**src/hdl/sis_pkg.sv**
```systemverilog
// Package for the sorted insert stack: sizes, codes, the cell control word and the ordering test.
// Depends on nothing; used by every module of the block.
`default_nettype none

package sis_pkg;

  localparam int DEPTH  = 16;
  localparam int DATA_W = 32;
  localparam int CNT_W  = $clog2(DEPTH + 1);
  localparam int OUT_CNT_W = 5;
  localparam int ERR_W  = 2;
  localparam int APB_W  = 32;
  localparam int ADDR_W = 3;

  localparam logic OP_PUSH = 1'b0;
  localparam logic OP_POP  = 1'b1;

  localparam logic MODE_MAX = 1'b0;
  localparam logic MODE_MIN = 1'b1;

  localparam logic [ERR_W-1:0] ERR_OK    = 2'd0;
  localparam logic [ERR_W-1:0] ERR_FULL  = 2'd1;
  localparam logic [ERR_W-1:0] ERR_EMPTY = 2'd2;

  localparam logic REG_ORDER_MODE = 1'b0;

  typedef logic signed [DATA_W-1:0] data_t;

  typedef struct packed {
    logic  push;
    logic  pop;
    logic  mode;
    data_t value;
  } cell_ctrl_t;

  // True when a stored entry must stay above a newly pushed value.
  function automatic logic stays_above(data_t entry, data_t v, logic mode);
    logic res;
    if (mode == MODE_MIN) begin
      res = (v > entry);
    end else begin
      res = (entry > v);
    end
    return res;
  endfunction

endpackage

`default_nettype wire

```
**src/hdl/sis_cell.sv**
```systemverilog
// One storage cell of the sorted stack: holds one word and trades it with its neighbours.
// Depends on sis_pkg for the control word and the ordering test.
`default_nettype none

module sis_cell (
  input  wire                      clk,
  input  wire sis_pkg::cell_ctrl_t ctrl,
  input  wire                      occupied,
  input  wire sis_pkg::data_t      upper_d,
  input  wire sis_pkg::data_t      lower_d,
  input  wire                      walk_in,
  output logic                     walk_out,
  output sis_pkg::data_t           data_q
);
  import sis_pkg::*;

  data_t data_r;
  data_t data_nxt;

  assign walk_out = walk_in & occupied & stays_above(data_r, ctrl.value, ctrl.mode);
  assign data_q   = data_r;

  always_comb begin
    data_nxt = data_r;
    if (ctrl.push) begin
      if (walk_out) begin
        data_nxt = data_r;
      end else if (walk_in) begin
        data_nxt = ctrl.value;
      end else begin
        data_nxt = upper_d;
      end
    end else if (ctrl.pop) begin
      data_nxt = lower_d;
    end
  end

  always_ff @(posedge clk) begin
    data_r <= data_nxt;
  end

endmodule

`default_nettype wire

```
**src/hdl/sorted_insert_stack_top.sv**
```systemverilog
// Result: the result word of an accepted word is shown in the next cycle, from an output register.
// Throughput: one push or pop per cycle while in_stall is low; every cell compares and shifts in the same cycle.
// Reset clears the entry count, the ordering mode and the output valid; the cells are not cleared.
// Top level of the sorted insert stack; depends on sis_pkg and sis_cell.
`default_nettype none

module sorted_insert_stack_top (
  input  wire                               clk,
  input  wire                               rst_n,
  input  wire                               in_valid,
  output logic                              in_stall,
  input  wire                               in_opcode,
  input  wire signed [sis_pkg::DATA_W-1:0]  in_value,
  output logic                              out_valid,
  input  wire                               out_stall,
  output logic signed [sis_pkg::DATA_W-1:0] out_popped_value,
  output logic signed [sis_pkg::DATA_W-1:0] out_top_value,
  output logic [sis_pkg::OUT_CNT_W-1:0]     out_entry_count,
  output logic [sis_pkg::ERR_W-1:0]         out_error_code,
  input  wire                               cfg_psel,
  input  wire                               cfg_penable,
  input  wire                               cfg_pwrite,
  input  wire [sis_pkg::ADDR_W-1:0]         cfg_paddr,
  input  wire [sis_pkg::APB_W-1:0]          cfg_pwdata,
  output logic [sis_pkg::APB_W-1:0]         cfg_prdata,
  output logic                              cfg_pready
);
  import sis_pkg::*;

  logic                  mode_r;
  logic [CNT_W-1:0]      count_r;
  logic [CNT_W-1:0]      count_nxt;
  logic                  out_valid_r;
  data_t                 popped_r;
  data_t                 top_r;
  logic [OUT_CNT_W-1:0]  cnt_out_r;
  logic [ERR_W-1:0]      err_r;

  logic                  accept;
  logic                  full;
  logic                  empty;
  logic                  push_ok;
  logic                  pop_ok;
  data_t                 popped_nxt;
  data_t                 top_nxt;
  logic [ERR_W-1:0]      err_nxt;
  logic [CNT_W+OUT_CNT_W-1:0] cnt_wide;
  logic                  reg_index;
  cell_ctrl_t            ctrl;
  data_t                 cell_q [DEPTH];
  logic [DEPTH:0]        walk;

  assign cfg_pready = 1'b1;
  assign reg_index  = cfg_paddr[ADDR_W-1];
  assign cfg_prdata = (reg_index == REG_ORDER_MODE) ? {{(APB_W-1){1'b0}}, mode_r} : '0;

  assign in_stall = out_valid_r & out_stall;
  assign accept   = in_valid & ~in_stall;
  assign full     = (count_r == CNT_W'(DEPTH));
  assign empty    = (count_r == '0);
  assign push_ok  = accept & (in_opcode == OP_PUSH) & ~full;
  assign pop_ok   = accept & (in_opcode == OP_POP) & ~empty;

  assign ctrl = {push_ok, pop_ok, mode_r, in_value};

  assign walk[0] = 1'b1;

  for (genvar i = 0; i < DEPTH; i++) begin : g_cell
    logic  occ;
    data_t upper;
    data_t lower;
    assign occ = (CNT_W'(i) < count_r);
    if (i == 0) begin : g_first
      assign upper = in_value;
    end else begin : g_mid
      assign upper = cell_q[i-1];
    end
    if (i == DEPTH - 1) begin : g_last
      assign lower = cell_q[i];
    end else begin : g_body
      assign lower = cell_q[i+1];
    end
    sis_cell u_cell (
      .clk      (clk),
      .ctrl     (ctrl),
      .occupied (occ),
      .upper_d  (upper),
      .lower_d  (lower),
      .walk_in  (walk[i]),
      .walk_out (walk[i+1]),
      .data_q   (cell_q[i])
    );
  end

  always_comb begin
    count_nxt  = count_r;
    popped_nxt = '0;
    err_nxt    = ERR_OK;
    top_nxt    = empty ? '0 : cell_q[0];
    if (push_ok) begin
      count_nxt = count_r + 1'b1;
      top_nxt   = walk[1] ? cell_q[0] : in_value;
    end else if (pop_ok) begin
      count_nxt  = count_r - 1'b1;
      popped_nxt = cell_q[0];
      top_nxt    = (count_r > CNT_W'(1)) ? cell_q[1] : '0;
    end else if (in_opcode == OP_PUSH) begin
      err_nxt = ERR_FULL;
    end else begin
      err_nxt = ERR_EMPTY;
    end
  end

  assign cnt_wide = {{OUT_CNT_W{1'b0}}, count_nxt};

  always_ff @(posedge clk) begin
    if (!rst_n) begin
      mode_r      <= MODE_MAX;
      count_r     <= '0;
      out_valid_r <= 1'b0;
    end else begin
      if (cfg_psel && cfg_penable && cfg_pwrite && cfg_pready &&
          (reg_index == REG_ORDER_MODE)) begin
        mode_r <= cfg_pwdata[0];
      end
      if (accept) begin
        count_r <= count_nxt;
      end
      out_valid_r <= accept | in_stall;
    end
  end

  always_ff @(posedge clk) begin
    if (accept) begin
      popped_r  <= popped_nxt;
      top_r     <= top_nxt;
      cnt_out_r <= cnt_wide[OUT_CNT_W-1:0];
      err_r     <= err_nxt;
    end
  end

  assign out_valid        = out_valid_r;
  assign out_popped_value = popped_r;
  assign out_top_value    = top_r;
  assign out_entry_count  = cnt_out_r;
  assign out_error_code   = err_r;

endmodule

`default_nettype wire

```
**config.mk**
```make
export PLATFORM = sky130hd
export DESIGN_NAME = sorted_insert_stack_top
export DESIGN_NICKNAME = d
export VERILOG_FILES = /design/src/hdl/sis_pkg.sv /design/src/hdl/sis_cell.sv /design/src/hdl/sorted_insert_stack_top.sv
export SDC_FILE = /design/constraint.sdc
export NUM_CORES = 2
export LEC_CHECK = 0
export BUFFER_PORTS_ARGS = -buffer_cell sky130_fd_sc_hd__buf_2
export CORE_AREA = 3 3 296 298
export CTS_BUF_LIST = sky130_fd_sc_hd__clkbuf_4
export DETAILED_ROUTE_END_ITERATION = 7
export DIE_AREA = 0 0 299 301
export PLACE_DENSITY = 0.69
export SLEW_MARGIN = 25
export SYNTH_ARGS = -nofsm -noshare
export SYNTH_HDL_FRONTEND = slang
export SYNTH_SLANG_ARGS = --single-unit
export TNS_END_PERCENT = 10
```
**constraint.sdc**
```tcl
create_clock -name clk -period 12.9 [get_ports clk]
set_input_delay 1.935 -clock clk [delete_from_list [all_inputs] [get_ports clk]]
set_output_delay 1.935 -clock clk [all_outputs]
set_load 0.05 [all_outputs]
```
---- Word-level counts from Yosys, hierarchy flattened ----
Index checks and enable logic that the tools add are counted.
storage, ports and cells
  bits in registers ....................... 590
  latch bits .............................. 0
  memory bits (writable) .................. 0
  bits in read-only memories .............. 0
  logic and storage cells ................. 240
  memories kept ........................... 0
cells by class
  $add $sub $neg .......................... 2
  multipliers ............................. 0
  div/mod/pow operators ................... 0
  $lt $le $gt $ge ......................... 49
  eq/ne operators ......................... 15
  shifts and indexed selects .............. 0
  multiplexer cells ....................... 84
  bitwise logic cells ..................... 45
  reductions and logical operators ........ 22
operators with widths
  operator             number
  $mux 32              64
  $gt 32x32->1         32
  $lt 4x5->1 const A   8
  $and 1x1->1          37
  $reduce_and 2->1     15
  $ne 2x2->1 const B   14
  $lt 3x5->1 const A   4
  $mux 1               17
  $lt 1x5->1 const A   2
  $lt 2x5->1 const A   2
  $mux 5               2
  $not 1->1            7
  $add 5x1->5 const B  1
  $eq 5x5->1 const B   1
  $gt 5x1->1 const B   1
  $logic_not 5->1      1
  $sub 5x1->5 const B  1
  $reduce_or 2->1      2
  $logic_and 1x1->1    3
  $mux 2               1
  $reduce_bool 2->1    1
  $or 1x1->1           1

---- Logic depth before layout (Yosys ltp) ----
  depth in word-level cells ............... 35
  gate-level depth with buffers ........... 15

---- Hierarchy ----
From an unflattened synthesis, not the netlist that was laid out.
second synthesis, totals
  cells, all modules ...................... 4,501
  area total of the unflattened synthesis .. 44,320.0 sq um
by module, submodules not included
  module                            instances  cells each  area an instance (sq um)  seq. area each (sq um)
  sis_cell at g_cell[0].u_cell ...  15         260         2,499.9                   960.9
  sorted_insert_stack_top           1          341         4,312.9                   2,272.2
  sis_cell at g_cell[15].u_cell     1          260         2,508.7                   960.9

---- Worst setup path before layout ----
OpenSTA, ideal clock, no wires.
  kind .................................... input-to-reg
  start point ............................. input port in_value[0] in the netlist's numbering
  end point ............................... register g_cell[14].u_cell.data_r[0] (enable)
  arrival ................................. 6.785 ns
  data required time ...................... 12.434 ns
  slack ................................... 5.650 ns
  stages .................................. 14
  path through ............................ inv_1 > ha_1 > nor2b_1 > o211ai_1 > a2111oi_0 > o41ai_1 > a21boi_0 > o21ba_2 > a2bb2o_1 > nor4_4 > nand4_1 > nor3_2 > buf_2 > o21ai_0
on the way
  longest elaborated chain between the ends .. 33
  elaborated cells between the ends (all ways) .. 76
  classes of those cells .................. order compare: 30; eq/ne: 1; mux: 15; bitwise: 29; reduce/logical: 1
RTL lines
  what                                    RTL line                       source
  start, declared                         sorted_insert_stack_top.sv:13  input wire signed [sis_pkg::DATA_W-1:0] in_value,
  $gt 32x32->1, on equally long branches  sis_pkg.sv:42, sis_pkg.sv:40
  $mux 1                                  sis_pkg.sv:39                  if (mode == MODE_MIN) begin
  $and 1x1->1 (28 in series)              sis_cell.sv:20                 assign walk_out = walk_in & occupied & stays_above(data_r, ctrl.value, ctrl.mode);
  $and 1x1->1 (*)                         sis_cell.sv:20
  $ne 2x2->1 (no source line) (*)         --
  $reduce_and 2->1 (no source line) (*)   --
  end signal, assigned                    sis_cell.sv:39                 data_r <= data_nxt;
  end, declared                           sis_cell.sv:17                 data_t data_r;
Mark *: on every way between the ends. The rest lies on a longest branch, timed or not.
A chain may end at the register's enable or synchronous reset.

---- Final worst setup path ----
  start point ............................. input port in_value[31] in the netlist's numbering
  end point ............................... register g_cell[8].u_cell.data_r[19] (enable)
on the way
  longest elaborated chain between the ends .. 21
  elaborated cells between the ends (all ways) .. 46
  classes of those cells .................. order compare: 18; eq/ne: 1; mux: 9; bitwise: 17; reduce/logical: 1
RTL lines
  what                                    RTL line
  $gt 32x32->1, on equally long branches  sis_pkg.sv:42, sis_pkg.sv:40
  $mux 1                                  sis_pkg.sv:39
  $and 1x1->1 (16 in series)              sis_cell.sv:20
  $and 1x1->1 (*)                         sis_cell.sv:20
  $ne 2x2->1 (no source line) (*)         --
  $reduce_and 2->1 (no source line) (*)   --
  end signal, assigned                    sis_cell.sv:39
  end, declared                           sis_cell.sv:17
Marks and branches as above.

==> qor.txt <==
status = complete, but fails checks
violated checks = DRC
DP Wirelength = 88,750 um
die height = 301 um
Synth Area in Compound Gates = 0.1575
fill count = 7,676
Pins Over Slew Limit = 0
measured slew at the worst slew-check pin = 1.023 ns
Post-synth ARST share = 0
Final min period = 7.870 ns
Die X = 299 um
die area = 90,000 um^2
Most used DFF post-synth = edfxtp_1
Layout Utilization = 0.5441
area growth from synthesis to layout = 9.375%
vias per cell = 5.995
highest-count cells in the layout ignoring fill and taps = edfxtp_1 (583), inv_1 (562), ha_1 (515)
Critical Path End Type = register
CP Class = in2reg
CTS sink cnt = 590
Mapped Area = 42,360 um^2
crit path max fanout = 54
mux share of post-synthesis cell area = 0.07821
drt wl/cell = 21.09 um
initial drt markers = 3,490
Rows = 107
Port Buf Inserts = 115
final wirelength = 123,900 um
initial cell density of the core = 0.4975
CTS Root Cell = clkbuf_4
Post-Synth Adder-Cell Area = 0.1521
Synth Register Bits = 590
detailed-route DRC error count = 1
pin count of the biggest net entering global routing = 289
Synth Area in XOR/XNOR = 0.001034
Clock Skew = 0.08266 ns
WP data required = 13.61 ns
Hold/Removal Path Class = reg2reg
startpoint type of the worst setup path = primary input
post-CTS setup buffers = 0
largest family of logic cells by synthesized area = compound AO/OA/AOI/OAI gates
number of global-route vias before repair = 34,110
drt first pass iters = 8
Slowest cell on crit path = nor4_1
Final setup viols = 0
Setup TNS = 0 ns
GRT Util Overall = 0.2696
Slew HR = 0.3116
Synth Instances = 4,494
CTS max path bufs = 3
antenna-violating nets left = 0
via count = 35,222
worst-skew pair later-pin latency = 1.05 ns
initial antenna violation count = 5
Seq/Total Area, Yosys = 0.4166
Final Worst Setup Slack = 5.030 ns
RSZ-0062 raised after global routing = no
most common cell after layout, fill and taps aside = edfxtp_1
Post-synth EDFFs = 583
total grt overflow = 0
CTS tree = built
worst slack, placed = 4.322 ns
worst stage delay on the critical path = 0.82 ns
Hold-fix buffers, CTS = 0
fmax = 0.1271 GHz
Reg clk slew, reported paths = 0.07 ns
leak pwr = 21.29 nW
crit-path cells = buf_2 > buf_4 > ha_1 > and4_1 > nand4_1 > nor4_1 > o31a_1 > nor3_1 > or4_1 > a2bb2o_1 > nor4_4 > buf_4 > buf_4 > nand2_2 > nand2_1 > nand2_1 > buf_4
MaxCap Viol Count = 0
Final Hold Viols = 0
post-CTS sizing = 0
Core Area = 85,150 um^2
final net count = 5,194
Distinct cells, synth = 73
Ys Warns = 0
Ports = 181
first-pass GRT wire length = 192,300 um
syn avg cell area = 9.426 um^2
WP data arrival = 8.58 ns
routability cong. = 0.9264
ratio of cells with drive above 1 in the final layout = 0.1045
Post-Synth Simple-Gate Area = 0.1166
pwr dens = 126.3 nW/um^2
Worst IR Drop VDD = 0.06734 mV
clock buffer count from CTS = 164
cell repeated most along the worst path = buf_4
H-tree levels = 4
crit share post-route = 0.6101
[power by group]
group	switching (mW)	internal, mW
clock	0.868	0.914
combinational	0.981	0.504
sequential	0.173	2.41
[area by class of cell]
type	instances	area, um^2	area share
diodes	2	5.005	0.0001080
clock buffers	245	1839	0.03970
clock inverters	46	289.0	0.006238
inverters	563	2113	0.04561
multi-input cells	3096	21730	0.4689
flip-flops and latches	590	17650	0.3809
well taps	1144	1431	0.03089
repair buffers	189	1280	0.02763
[kinds of logic after synthesis]
kind of cell,after synthesis
simple gates,1124
xor+xnor,5
buf+inv,838
flops,590
other cells,2
compound gates,1092
fa+ha+maj,515
mux,328
[per-stage QoR]
step | hold WS (ns) | total power, mW | std cells | cell area, um^2
floorplan | 0.5446 | 3.583 | 4524 | 42470
global placement | 0.5524 | 4.013 | 5576 | 44020
detailed placement | 0.5664 | 4.067 | 5578 | 44080
CTS | 0.5610 | 5.855 | 5869 | 46210
global route | 0.5983 | 6.179 | 5875 | 46330
finish | 0.5705 | 5.853 | 5875 | 46330
[flip-flops by register name, summed over array words and instances (netlist names)]
signal and cells:
out_popped_value 32, out_error_code 2, mode_r 1, out_entry_count 5, count_r 5, g_cell.u_cell.data_q 512, out_top_value 32, out_valid 1
[worst paths after layout]
| kind | to | slack (ns) | cells after the start | start |
|---|---|---|---|---|
| max | g_cell[8].u_cell.data_q[19] | 5.03 | 17 | in_value[31] |
| min | g_cell[6].u_cell.data_q[21] | 0.57 | 2 | g_cell[7].u_cell.data_q[21] |
| max reg2reg | g_cell[8].u_cell.data_q[19] | 6.01 | 16 | g_cell[3].u_cell.data_q[31] |
| min reg2reg | g_cell[6].u_cell.data_q[21] | 0.57 | 2 | g_cell[7].u_cell.data_q[21] |
[synthesized netlist by cell type (12+ instances only)]
cell / instances / share of area
edfxtp_1: 583 / 0.41
inv_1: 563 / 0.050
nand2_1: 518 / 0.046
ha_1: 515 / 0.15
o21ai_0: 373 / 0.044
a21oi_1: 320 / 0.038
mux2i_1: 304 / 0.072
nor2_1: 259 / 0.023
clkbuf_1: 217 / 0.019
nand3_1: 118 / 0.014
nand4_1: 94 / 0.014
o221ai_1: 63 / 0.013
a22oi_1: 55 / 0.0097
a31oi_1: 51 / 0.0075
nor3_1: 38 / 0.0045
a21o_1: 37 / 0.0066
buf_4: 37 / 0.0066
a222oi_1: 32 / 0.0076
a211oi_1: 25 / 0.0044
o211ai_1: 23 / 0.0041
nor2b_1: 21 / 0.0031
nor4_1: 17 / 0.0025
mux2_1: 16 / 0.0043
o21a_1: 15 / 0.0027
buf_1: 13 / 0.0012
a221oi_1: 12 / 0.0025
nand2b_1: 12 / 0.0018
[worst max-delay path: cells and delay by family]
| family | cells | cell delay [ns] |
|---|---|---|
| simple gates | 9 | 3.44 |
| buf+inv | 5 | 1.90 |
| compound gates | 2 | 0.68 |
| fa+ha+maj | 1 | 0.49 |
[routing by layer]
layer	track usage	share of wire	wire length (um)	vias to the layer above
met5	0	0.00021	26	-
met4	0.1014	0.030	3769	4
met3	0.05616	0.085	10500	211
met2	0.4110	0.44	54560	1456
met1	0.3780	0.44	55040	16965
li1	-	-	-	16586
Power figures use the tool's default switching activity.
